File: config.mk
export PLATFORM = sky130hd
export DESIGN_NAME = aes_ctrl
export DESIGN_NICKNAME = d
export VERILOG_FILES = /design/src/sv/aes_pkg.sv /design/src/sv/aes_ctrl.sv
export VERILOG_INCLUDE_DIRS = /design/src /design/src/sv
export SDC_FILE = /design/constraint.sdc
export NUM_CORES = 1
export LEC_CHECK = 0
export BUFFER_PORTS_ARGS = -buffer_cell sky130_fd_sc_hd__buf_2
export CAP_MARGIN = 10
export CORE_AREA = 2 2 39 41
export CTS_CLUSTER_SIZE = 10
export DETAILED_ROUTE_END_ITERATION = 8
export DIE_AREA = 0 0 41 43
export PLACE_DENSITY = 0.53
export SLEW_MARGIN = 20
export SYNTH_ARGS = -nofsm -noshare
export SYNTH_HDL_FRONTEND = slang
export SYNTH_SLANG_ARGS = --single-unit
export TNS_END_PERCENT = 1
File: constraint.sdc
create_clock -name clk -period 4.3 [get_ports clk]
set_input_delay 0.215 -clock clk [delete_from_list [all_inputs] [get_ports clk]]
set_output_delay 0.215 -clock clk [all_outputs]
set_load 0.02 [all_outputs]
File: src/sv/aes128_cbc_cipher_defines.svh
// assertion macros for the aes-128 cbc block
// used by the controller module; no other dependencies
`ifndef AES128_CBC_CIPHER_DEFINES_SVH
`define AES128_CBC_CIPHER_DEFINES_SVH

// implication checked on every edge outside reset
`define AES_ASSERT_IMP(label, ante, cons, msg) \
	label: assert property (@(posedge clk) disable iff (!arst_n) (ante) |-> (cons)) \
		else $error(msg);

// next-cycle implication checked outside reset
`define AES_ASSERT_NXT(label, ante, cons, msg) \
	label: assert property (@(posedge clk) disable iff (!arst_n) (ante) |=> (cons)) \
		else $error(msg);

`endif

File: src/sv/aes_pkg.sv
// shared types, constants and round functions for the aes-128 cbc block
// no dependencies
package aes_pkg;

	localparam int BlockW = 128;
	localparam int HalfW = 64;
	localparam int Rounds = 10;
	localparam int RoundW = 4;
	localparam int AddrW = 6;

	// register byte addresses
	localparam logic [AddrW-1:0] AddrKeyHigh = 6'h00;
	localparam logic [AddrW-1:0] AddrKeyLow = 6'h08;
	localparam logic [AddrW-1:0] AddrIvHigh = 6'h10;
	localparam logic [AddrW-1:0] AddrIvLow = 6'h18;
	localparam logic [AddrW-1:0] AddrDirection = 6'h20;

	typedef struct packed {
		logic [HalfW-1:0] block_high;
		logic [HalfW-1:0] block_low;
		logic start_of_message;
	} in_beat_t;

	typedef struct packed {
		logic [HalfW-1:0] result_high;
		logic [HalfW-1:0] result_low;
	} out_beat_t;

	typedef enum logic [1:0] {
		ST_IDLE,
		ST_EXPAND,
		ST_ROUND,
		ST_DONE
	} ctrl_state_t;

	// controller to datapath commands
	typedef struct packed {
		logic load;
		logic expand;
		logic step;
		logic finish;
		logic [RoundW-1:0] round;
	} dp_cmd_t;

	function automatic logic [7:0] xtime(input logic [7:0] a);
		xtime = {a[6:0], 1'b0} ^ (a[7] ? 8'h1b : 8'h00);
	endfunction

	function automatic logic [7:0] gmul(input logic [7:0] a, input logic [7:0] b);
		logic [7:0] acc;
		logic [7:0] x;
		acc = 8'h00;
		x = a;
		for (int i = 0; i < 8; i++) begin
			if (b[i]) acc = acc ^ x;
			x = xtime(x);
		end
		gmul = acc;
	endfunction

	function automatic logic [7:0] sbox(input logic [7:0] a);
		logic [7:0] t [256];
		t = '{
		8'h63,8'h7c,8'h77,8'h7b,8'hf2,8'h6b,8'h6f,8'hc5,8'h30,8'h01,8'h67,8'h2b,8'hfe,8'hd7,8'hab,8'h76,
		8'hca,8'h82,8'hc9,8'h7d,8'hfa,8'h59,8'h47,8'hf0,8'had,8'hd4,8'ha2,8'haf,8'h9c,8'ha4,8'h72,8'hc0,
		8'hb7,8'hfd,8'h93,8'h26,8'h36,8'h3f,8'hf7,8'hcc,8'h34,8'ha5,8'he5,8'hf1,8'h71,8'hd8,8'h31,8'h15,
		8'h04,8'hc7,8'h23,8'hc3,8'h18,8'h96,8'h05,8'h9a,8'h07,8'h12,8'h80,8'he2,8'heb,8'h27,8'hb2,8'h75,
		8'h09,8'h83,8'h2c,8'h1a,8'h1b,8'h6e,8'h5a,8'ha0,8'h52,8'h3b,8'hd6,8'hb3,8'h29,8'he3,8'h2f,8'h84,
		8'h53,8'hd1,8'h00,8'hed,8'h20,8'hfc,8'hb1,8'h5b,8'h6a,8'hcb,8'hbe,8'h39,8'h4a,8'h4c,8'h58,8'hcf,
		8'hd0,8'hef,8'haa,8'hfb,8'h43,8'h4d,8'h33,8'h85,8'h45,8'hf9,8'h02,8'h7f,8'h50,8'h3c,8'h9f,8'ha8,
		8'h51,8'ha3,8'h40,8'h8f,8'h92,8'h9d,8'h38,8'hf5,8'hbc,8'hb6,8'hda,8'h21,8'h10,8'hff,8'hf3,8'hd2,
		8'hcd,8'h0c,8'h13,8'hec,8'h5f,8'h97,8'h44,8'h17,8'hc4,8'ha7,8'h7e,8'h3d,8'h64,8'h5d,8'h19,8'h73,
		8'h60,8'h81,8'h4f,8'hdc,8'h22,8'h2a,8'h90,8'h88,8'h46,8'hee,8'hb8,8'h14,8'hde,8'h5e,8'h0b,8'hdb,
		8'he0,8'h32,8'h3a,8'h0a,8'h49,8'h06,8'h24,8'h5c,8'hc2,8'hd3,8'hac,8'h62,8'h91,8'h95,8'he4,8'h79,
		8'he7,8'hc8,8'h37,8'h6d,8'h8d,8'hd5,8'h4e,8'ha9,8'h6c,8'h56,8'hf4,8'hea,8'h65,8'h7a,8'hae,8'h08,
		8'hba,8'h78,8'h25,8'h2e,8'h1c,8'ha6,8'hb4,8'hc6,8'he8,8'hdd,8'h74,8'h1f,8'h4b,8'hbd,8'h8b,8'h8a,
		8'h70,8'h3e,8'hb5,8'h66,8'h48,8'h03,8'hf6,8'h0e,8'h61,8'h35,8'h57,8'hb9,8'h86,8'hc1,8'h1d,8'h9e,
		8'he1,8'hf8,8'h98,8'h11,8'h69,8'hd9,8'h8e,8'h94,8'h9b,8'h1e,8'h87,8'he9,8'hce,8'h55,8'h28,8'hdf,
		8'h8c,8'ha1,8'h89,8'h0d,8'hbf,8'he6,8'h42,8'h68,8'h41,8'h99,8'h2d,8'h0f,8'hb0,8'h54,8'hbb,8'h16};
		sbox = t[a];
	endfunction

	function automatic logic [7:0] inv_sbox(input logic [7:0] a);
		logic [7:0] t [256];
		t = '{
		8'h52,8'h09,8'h6a,8'hd5,8'h30,8'h36,8'ha5,8'h38,8'hbf,8'h40,8'ha3,8'h9e,8'h81,8'hf3,8'hd7,8'hfb,
		8'h7c,8'he3,8'h39,8'h82,8'h9b,8'h2f,8'hff,8'h87,8'h34,8'h8e,8'h43,8'h44,8'hc4,8'hde,8'he9,8'hcb,
		8'h54,8'h7b,8'h94,8'h32,8'ha6,8'hc2,8'h23,8'h3d,8'hee,8'h4c,8'h95,8'h0b,8'h42,8'hfa,8'hc3,8'h4e,
		8'h08,8'h2e,8'ha1,8'h66,8'h28,8'hd9,8'h24,8'hb2,8'h76,8'h5b,8'ha2,8'h49,8'h6d,8'h8b,8'hd1,8'h25,
		8'h72,8'hf8,8'hf6,8'h64,8'h86,8'h68,8'h98,8'h16,8'hd4,8'ha4,8'h5c,8'hcc,8'h5d,8'h65,8'hb6,8'h92,
		8'h6c,8'h70,8'h48,8'h50,8'hfd,8'hed,8'hb9,8'hda,8'h5e,8'h15,8'h46,8'h57,8'ha7,8'h8d,8'h9d,8'h84,
		8'h90,8'hd8,8'hab,8'h00,8'h8c,8'hbc,8'hd3,8'h0a,8'hf7,8'he4,8'h58,8'h05,8'hb8,8'hb3,8'h45,8'h06,
		8'hd0,8'h2c,8'h1e,8'h8f,8'hca,8'h3f,8'h0f,8'h02,8'hc1,8'haf,8'hbd,8'h03,8'h01,8'h13,8'h8a,8'h6b,
		8'h3a,8'h91,8'h11,8'h41,8'h4f,8'h67,8'hdc,8'hea,8'h97,8'hf2,8'hcf,8'hce,8'hf0,8'hb4,8'he6,8'h73,
		8'h96,8'hac,8'h74,8'h22,8'he7,8'had,8'h35,8'h85,8'he2,8'hf9,8'h37,8'he8,8'h1c,8'h75,8'hdf,8'h6e,
		8'h47,8'hf1,8'h1a,8'h71,8'h1d,8'h29,8'hc5,8'h89,8'h6f,8'hb7,8'h62,8'h0e,8'haa,8'h18,8'hbe,8'h1b,
		8'hfc,8'h56,8'h3e,8'h4b,8'hc6,8'hd2,8'h79,8'h20,8'h9a,8'hdb,8'hc0,8'hfe,8'h78,8'hcd,8'h5a,8'hf4,
		8'h1f,8'hdd,8'ha8,8'h33,8'h88,8'h07,8'hc7,8'h31,8'hb1,8'h12,8'h10,8'h59,8'h27,8'h80,8'hec,8'h5f,
		8'h60,8'h51,8'h7f,8'ha9,8'h19,8'hb5,8'h4a,8'h0d,8'h2d,8'he5,8'h7a,8'h9f,8'h93,8'hc9,8'h9c,8'hef,
		8'ha0,8'he0,8'h3b,8'h4d,8'hae,8'h2a,8'hf5,8'hb0,8'hc8,8'heb,8'hbb,8'h3c,8'h83,8'h53,8'h99,8'h61,
		8'h17,8'h2b,8'h04,8'h7e,8'hba,8'h77,8'hd6,8'h26,8'he1,8'h69,8'h14,8'h63,8'h55,8'h21,8'h0c,8'h7d};
		inv_sbox = t[a];
	endfunction

	// byte i of a block sits at bits 127-8i
	function automatic logic [7:0] byte_of(input logic [BlockW-1:0] s, input int i);
		byte_of = s[BlockW-1-8*i -: 8];
	endfunction

	// one encrypt round without the key add
	function automatic logic [BlockW-1:0] enc_round(input logic [BlockW-1:0] s,
			input logic last);
		logic [7:0] b [16];
		logic [7:0] t [16];
		logic [BlockW-1:0] r;
		for (int i = 0; i < 16; i++) b[i] = sbox(byte_of(s, i));
		for (int c = 0; c < 4; c++)
			for (int k = 0; k < 4; k++) t[c*4+k] = b[((c+k)%4)*4+k];
		for (int c = 0; c < 4; c++) begin
			for (int k = 0; k < 4; k++) begin
				if (last) r[BlockW-1-8*(c*4+k) -: 8] = t[c*4+k];
				else r[BlockW-1-8*(c*4+k) -: 8] = xtime(t[c*4+k]) ^
					xtime(t[c*4+(k+1)%4]) ^ t[c*4+(k+1)%4] ^
					t[c*4+(k+2)%4] ^ t[c*4+(k+3)%4];
			end
		end
		enc_round = r;
	endfunction

	// inverse shift and sub
	function automatic logic [BlockW-1:0] dec_sub(input logic [BlockW-1:0] s);
		logic [BlockW-1:0] r;
		for (int c = 0; c < 4; c++)
			for (int k = 0; k < 4; k++)
				r[BlockW-1-8*(c*4+k) -: 8] = inv_sbox(byte_of(s, ((c-k+4)%4)*4+k));
		dec_sub = r;
	endfunction

	function automatic logic [BlockW-1:0] inv_mix(input logic [BlockW-1:0] s);
		logic [7:0] col [4];
		logic [BlockW-1:0] r;
		for (int c = 0; c < 4; c++) begin
			for (int k = 0; k < 4; k++) col[k] = byte_of(s, c*4+k);
			for (int k = 0; k < 4; k++)
				r[BlockW-1-8*(c*4+k) -: 8] = gmul(col[k], 8'd14) ^
					gmul(col[(k+1)%4], 8'd11) ^ gmul(col[(k+2)%4], 8'd13) ^
					gmul(col[(k+3)%4], 8'd9);
		end
		inv_mix = r;
	endfunction

	// next round key from the previous one
	function automatic logic [BlockW-1:0] key_next(input logic [BlockW-1:0] k,
			input logic [7:0] rcon);
		logic [31:0] w0, w1, w2, w3, t;
		{w0, w1, w2, w3} = k;
		t = {sbox(w3[23:16]), sbox(w3[15:8]), sbox(w3[7:0]), sbox(w3[31:24])};
		t = t ^ {rcon, 24'h0};
		w0 = w0 ^ t;
		w1 = w1 ^ w0;
		w2 = w2 ^ w1;
		w3 = w3 ^ w2;
		key_next = {w0, w1, w2, w3};
	endfunction

	function automatic logic [7:0] rcon_of(input logic [RoundW-1:0] r);
		logic [7:0] c;
		c = 8'h01;
		for (int i = 1; i < 10; i++) if (i < r) c = xtime(c);
		rcon_of = c;
	endfunction

endpackage

File: src/sv/aes_ctrl.sv
// round sequencer for the aes-128 cbc block
// depends on aes_pkg and aes128_cbc_cipher_defines.svh
`include "aes128_cbc_cipher_defines.svh"
module aes_ctrl
	import aes_pkg::*;
(
	input  logic clk,
	input  logic arst_n,
	input  logic in_valid,
	output logic in_stall,
	input  logic decrypt,
	input  logic out_busy,
	output dp_cmd_t cmd
);

	ctrl_state_t state_q, state_d;
	logic [RoundW-1:0] round_q, round_d;

	// state register
	always_ff @(posedge clk or negedge arst_n) begin
		if (!arst_n) begin
			state_q <= ST_IDLE;
			round_q <= '0;
		end else begin
			state_q <= state_d;
			round_q <= round_d;
		end
	end

	// next state and commands
	always_comb begin
		state_d = state_q;
		round_d = round_q;
		cmd = '0;
		cmd.round = round_q;
		in_stall = 1'b1;
		unique case (state_q)
			ST_IDLE: begin
				in_stall = 1'b0;
				if (in_valid) begin
					cmd.load = 1'b1;
					round_d = RoundW'(1);
					state_d = decrypt ? ST_EXPAND : ST_ROUND;
				end
			end
			// decrypt builds the round key store one key per cycle
			ST_EXPAND: begin
				cmd.expand = 1'b1;
				if (round_q == RoundW'(Rounds)) begin
					round_d = RoundW'(1);
					state_d = ST_ROUND;
				end else begin
					round_d = round_q + RoundW'(1);
				end
			end
			ST_ROUND: begin
				cmd.step = 1'b1;
				if (round_q == RoundW'(Rounds)) state_d = ST_DONE;
				else round_d = round_q + RoundW'(1);
			end
			ST_DONE: begin
				if (!out_busy) begin
					cmd.finish = 1'b1;
					state_d = ST_IDLE;
				end
			end
			default: state_d = ST_IDLE;
		endcase
	end

	`AES_ASSERT_IMP(a_round_range, state_q == ST_ROUND, round_q >= RoundW'(1) && round_q <= RoundW'(Rounds), "round out of range")
	`AES_ASSERT_NXT(a_load_enters, cmd.load, state_q != ST_IDLE && round_q == RoundW'(1), "load did not start rounds")
	`AES_ASSERT_IMP(a_stall_busy, state_q != ST_IDLE, in_stall, "input taken while busy")

endmodule

==> results by group, run 1 <==
Setup path
  – Critical path's top delay family: compound AO/OA/AOI/OAI gates
  – Type of the worst setup path: reg2reg
  – Crit path max fanout: 5
  – Slowest-stage cell, CP: dfrtp_1
  – Cells along the critical path: inv_1, ha_1, or2_1, a221o_1, nor2_1, a21oi_1
  – Worst Path Buf+Inv: 1
  – Setup crit end kind: register
  – Crit path DAT: 1.83 ns
  – WP data required: between 4 and 5 ns
  – Critical Path Max Stage Delay: around 0.4 ns
  – CP startpoint kind: register

Synth
  – Register area share after synthesis: between 30% and 40%
  – Post-synth top area share: ~33%
  – Main area contributors after synthesis: dfrtp_1, ha_1, inv_1
  – Number of synthesized register bits: 6
  – Largest area contributor in the netlist: dfrtp_1
  – Mapped Nets: slightly above 60
  – Mapped cell area: around 450 µm²
  – Distinct cells, synth: 21
  – Warnings, synthesis: 0
  – Avg Inst Size Synth: between 9 and 10 µm²
  – Mapped Cells: 48

Global routing
  – Overall Global Routing Usage: between 10% and 20%
  – Total congestion overflow: 0
  – First-pass GRT wire length: around 1400 µm
  – Largest net degree at the start of global routing: 7
  – Initial antenna violation count: 0
  – Vias in the first global route: between 300 and 400

Layout
  – Fin area: 568.0 µm²
  – Final non-filler cell total: between 80 and 90
  – Total Nets Final: 80
  – Most frequent cells in the layout: buf_2, inv_1, ha_1, dfrtp_1
  – Antenna diodes: 0
  – Layout cells sized above 1: between 20% and 30%
  – Commonest non-fill, non-tap cell in the layout: buf_2
  – Area Growth Syn to Fin: 26.11%
  – Fin util: between 40% and 50%

STA
  – RSZ-0062 raised after global routing: no
  – Slew HR: approximately 82%
  – Min cycle time layout: between 1.5 and 2 ns
  – Worst-margin pin slew: 0.2660 ns
  – Pins Over Slew Limit: 0
  – Setup ws final: 2.577 ns
  – Setup Skew: roughly 0.0011 ns
  – Final period util: between 40% and 50%
  – Post-route setup TNS: 0 ns
  – Hold Fails Final Rpt: 0
  – Setup Viol. Count Final: 0
  – Max Fclk: about 580 MHz

Placement
  – Port Buffers: 13
  – Pre-CTS setup slack: 2.596 ns
  – Placed cell count: 77
  – Final HPWL DP: approximately 730 µm
  – RD Place Congestion: 0.7042
  – Post-place instance area: 535.5 µm²

Routing
  – Routed wire length: 891 µm
  – Initial drt markers: 1
  – First-pass iteration count of the detailed router: 2
  – DRC viols: 0
  – Vias per inst: between 4 and 5
  – Detail Route Antenna Nets: 0
  – DR WL/cell: around 11 µm
  – Vias: ~380

Clocking
  – Post-CTS setup buffers: 0
  – CTS Sinks: 6
  – H-Tree Depth: 1
  – Clk_lat worst skew: approximately 0.23 ns
  – Root Buffer: clkbuf_4
  – CTS Buffer Depth: 2
  – Total CTS buffers: 3
  – CTS tree: yes
  – Clock transition at path regs: approximately 0.040 ns

Run
  – Max-cap violations: 0

Outcome
  – Status: finished, final reports clean

Floorplanning
  – Core area: between 1000 and 1500 µm²
  – Ports: 14
  – Die X-Extent: 41 µm
  – Die Area: ~1800 µm²
  – Initial Util: 32.55%
  – Chip height: 43 µm
  – # rows: 14

Pwr
  – Static leakage: 0.3020 nW
  – PwrDens: about 700 nW/µm²
  – Peak VDD IR: 242.3 µV

Worst hold path
  – Hold crit path type: in2reg
state kept, by name (all words and copies together) (netlist names):
signal and count:
round_q 4, state_q 2
cell type report:
cell class	instances	area (µm²)
Sequential cell	6	150.1
Inverter	8	30.03
Tap cell	16	20.02
Timing Repair Buffer	14	75.07
Multi-Input combinational cell	34	270.3
Fill cell	139	815.8
Clock buffer	3	22.52
kinds of logic (layout without fill, tap and decap cells):
kind of cell               after synthesis  in the layout  share of synthesized area [%]
adders and majority gates                8              8                          22.22
muxes                                    2              2                          4.445
DFF                                      6              6                          33.33
and+or+nand+nor                         13             13                          16.39
AOI/OAI and AO/OA                       11             11                          16.94
buffers and inverters                    8             25                          6.667
worst register-to-register path: cells and delay by family (launching register included):
kind            cells  cell delay [ns]
flops               1             0.41
buf+inv             1             0.10
fa+ha+maj           1             0.25
simple gates        2             0.38
compound gates      2             0.45
worst paths after layout:
path                                 start          to  slack [ns]  depth (start not counted)
min in group asynchronous           arst_n  round_q[0]        0.32                          2
max in group asynchronous           arst_n  round_q[3]        3.84                          2
worst min register to register  round_q[2]  round_q[2]        0.58                          1
worst max register to register  state_q[0]  state_q[1]        2.58                          6
worst min-delay path               decrypt  state_q[0]        0.30                          3
worst max-delay path            state_q[0]  state_q[1]        2.58                          6
repair_timing:
item	in CTS	in global routing
gates resized for setup	0	0
hold buffers	1	0
hold endpoints to repair	6	0
endpoints found under the setup margin	0	0
synth_stat cells:
library cell,count
ha_1,8
inv_1,8
dfrtp_1,6
a21oi_1,3
mux2i_1,2
nand3_1,2
nand3b_1,2
nor2_1,2
nor2b_1,2
or2_1,2
a21boi_0,1
a221o_1,1
and2_1,1
nand2_1,1
nor4_1,1
o21ai_0,1
o21ai_1,1
o22ai_1,1
o2bb2ai_1,1
o32a_1,1
o32ai_1,1
power by group:
part | internal [W] | switching, W
logic | 0.000104 | 0.000152
clock network | 0.0000314 | 0.0000172
registers | 0.0000776 | 0.0000239
per-stage QoR:
step	total power (W)	hold WS, ns
2_1_floorplan	0.0002902	-0.08059
4_1_cts	0.0004127	0.2901
3_5_place_dp	0.0003596	0.04097
6_report	0.0004059	0.2996
3_3_place_gp	0.0003585	0.04164
5_1_grt	0.0004466	0.3163
per-layer routing:
layer  GRT usage, %  vias up  part of all wire [%]  wire length, µm
li1               -      200                     -                -
met1          15.23      175                    49              438
met2          17.50        6                    46              410
met3          1.571        2                   3.4               30
met4          10.00        0                   1.3               12
met5              0        -                     0                0
Note: power is estimated with default switching activity, not from simulation.
==> run 2: changes to the inputs <==
Settings changed: PLACE_DENSITY 0.53 to 0.55.
Clock period 4.3 ns to 1.5 ns, I/O delays scaled along.
==> results by group, run 2 (same netlist as run 1, synthesis figures left out) <==
Outcome
  – Status: finished with violations
  – Failing checks: negative setup slack

Pwr
  – Pwr Total: 0.001529 W (+280%)
  – Switch share: 43.27% (-4.3 points)
  – Static leakage: 0.3703 nW (+23%)
  – Peak VDD IR: 750.2 µV (+210%)
  – Logic pwr share: 71.4% (+8.3 points)
  – Clock power frac: 10.2% (-1.8 points)
  – Register share of total power: 18.4% (-6.6 points)
  – Pint: 0.0008672 W (+310%)
  – Switching pwr: 0.0006615 W (+240%)
  – PwrDens: 2092 nW/µm² (+190%)

Layout
  – Total Nets Final: 93 (+16%)
  – Antenna diodes: 0 (unchanged)
  – Top Registers: round_q x4, state_q x2
  – Layout fillers: 140 (+0.72%)
  – Largest register by flop count: round_q
  – Max reg flops: 4 (unchanged)
  – Most frequent cells in the layout: buf_2, buf_4, inv_1, ha_1, dfrtp_1
  – Layout cells sized above 1: 50.63% (+26 points)
  – Area Growth Syn to Fin: 62.22%
  – Final non-filler cell total: 95 (+17%)

Floorplanning
  – Initial Util: 32.55% (unchanged)
  – Die Area: 1763 µm² (unchanged)
  – # rows: 14 (unchanged)
  – Ports: 14 (unchanged)
  – Core area: 1384 µm² (unchanged)
  – Die X-Extent: 41 µm (unchanged)
  – Chip height: 43 µm (unchanged)

Setup path
  – CP startpoint kind: register
  – Crit path DAT: 1.66 ns (-0.17 ns)
  – Reg2Reg Depth: 6 (unchanged)
  – RR Endpoint: state_q[1]
  – RR Startpoint: state_q[1]
  – Crit path max fanout: 4 (-1)
  – Setup crit end kind: register
  – Slowest-stage cell, CP: dfrtp_1
  – Type of the worst setup path: reg2reg
  – R2r setup slk: -0.04 ns (-2.61 ns)
  – Crit path launch: state_q[1]
  – Critical Path Max Stage Delay: 0.41 ns (about the same)
  – WP data required: 1.62 ns (-2.79 ns)
  – Cells along the critical path: inv_2, ha_4, or2_4, a221o_1, nor2_1, a21oi_1

Routing
  – DRC viols: 0 (unchanged)
  – DR WL/cell: 11.28 µm (+2.6%)
  – Routed wire length: 1072 µm (+20%)
  – First-pass iteration count of the detailed router: 2 (unchanged)
  – Detail Route Antenna Nets: 0 (unchanged)
  – Initial drt markers: 1 (unchanged)
  – Vias: 431 (+13%)
  – Vias per inst: 4.537 (-4.1%)

STA
  – Setup Viol. Count Final: 3 (+3)
  – Setup Skew: 0.009274 ns (+0.008133 ns)
  – Min cycle time layout: 1.538 ns (-0.1857 ns)
  – Worst-margin pin slew: 0.2386 ns (-0.02738 ns)
  – Setup ws final: -0.03757 ns (-2.614 ns)
  – Final period util: 102.5% (+62 points)
  – Slew HR: 84.04% (+1.8 points)
  – Pins Over Slew Limit: 0 (unchanged)
  – Hold Fails Final Rpt: 0 (unchanged)
  – Post-route setup TNS: -0.05075 ns (-0.05075 ns)
  – Max Fclk: 650.4 MHz (+12%)
  – RSZ-0062 raised after global routing: yes

Placement
  – Placed cell count: 89 (+16%)
  – RD Place Congestion: 0.7779 (+10%)
  – Final HPWL DP: 827 µm (+13%)
  – Port Buffers: 13 (unchanged)

Worst hold path
  – Hold path depth: 3 (unchanged)
  – Hold Path End: state_q[0]
  – Hold Path Origin: decrypt
  – Hold crit path type: in2reg

Clocking
  – Clk_lat worst skew: 0.24 ns (about the same)
  – CTS Sinks: 6 (unchanged)
  – Total CTS buffers: 3 (unchanged)
  – CTS tree: yes
  – H-Tree Depth: 1 (unchanged)
  – CTS Buffer Depth: 2 (unchanged)
  – Clock transition at path regs: 0.05 ns (about the same)
  – Root Buffer: clkbuf_4

Global routing
  – Total congestion overflow: 0 (unchanged)
  – Vias in the first global route: 412 (+16%)
  – Initial antenna violation count: 0 (unchanged)
  – Overall Global Routing Usage: 14.46% (+2.3 points)
  – First-pass GRT wire length: 1738 µm (+22%)
  – Largest net degree at the start of global routing: 7 (unchanged)

Run
  – Max-cap violations: 0 (unchanged)
[run 2: repair_timing]
action / 4_1_cts / 5_1_grt
gates resized for setup: 6 / 2
endpoints found under the setup margin: 5 / 6
buffers inserted: 1 / 0
hold endpoints to repair: 6 / 0
pin swaps: 3 / 3
hold buffers: 1 / 0
[run 2: stage by stage]
stage               hold WS (ns)  utilization [%]  setup WS, ns  area [µm²]
finish                    0.1657            52.80      -0.03757       730.7
global route              0.1666            52.80       -0.1220       730.7
CTS                       0.1489            52.17      -0.05182       721.9
detailed placement      -0.09750            47.11      -0.08225       651.9
global placement        -0.09690            47.11       -0.1240       651.9
floorplan                -0.2206                -     -0.002524       476.7
[run 2: worst max path at each step]
stage,end,slack (ns),depth (start not counted)
after global routing,state_q[1],-0.12,6
after detailed placement,round_q[1],-0.08,6
after CTS,state_q[1],-0.05,6
after floorplan,round_q[0],-0.003,5
final,state_q[1],-0.04,6
after global placement,round_q[1],-0.12,6
[run 2: final cells by class]
type                            instances  area (µm²)  area share [%]
Timing Repair Buffer                   27       172.7           23.63
Tap cell                               16       20.02           2.740
Multi-Input combinational cell         34       330.3           45.21
Clock buffer                            4       26.28           3.596
Sequential cell                         6       151.4           20.72
Inverter                                8       30.03           4.110
[run 2: critical path: cells and delay by family, from the launching register on]
kind	cells	cell delay [ns]
AO/OA/AOI/OAI	2	0.40
adder cells (fa/ha/maj)	1	0.16
buffers and inverters	1	0.10
flip-flops	1	0.41
AND/OR/NAND/NOR	2	0.34
[run 2: power groups by stage]
stage | Sequential (W) | Clock [W] | Combinational, W
6_report | 0.000281 | 0.000156 | 0.00109
2_1_floorplan | 0.000333 | 0 | 0.000560
5_1_grt | 0.000292 | 0.000190 | 0.00121
3_3_place_gp | 0.000283 | 0 | 0.000970
3_5_place_dp | 0.000285 | 0 | 0.000964
4_1_cts | 0.000282 | 0.000166 | 0.00106
[run 2: per-layer routing]
layer | GRT usage [%] | part of all wire [%] | wire [µm]
met3 | 1.571 | 2.9 | 31
met5 | 0 | 0 | 0
met1 | 19.08 | 46 | 496
met2 | 21.88 | 51 | 544
met4 | 8.000 | 0 | 0
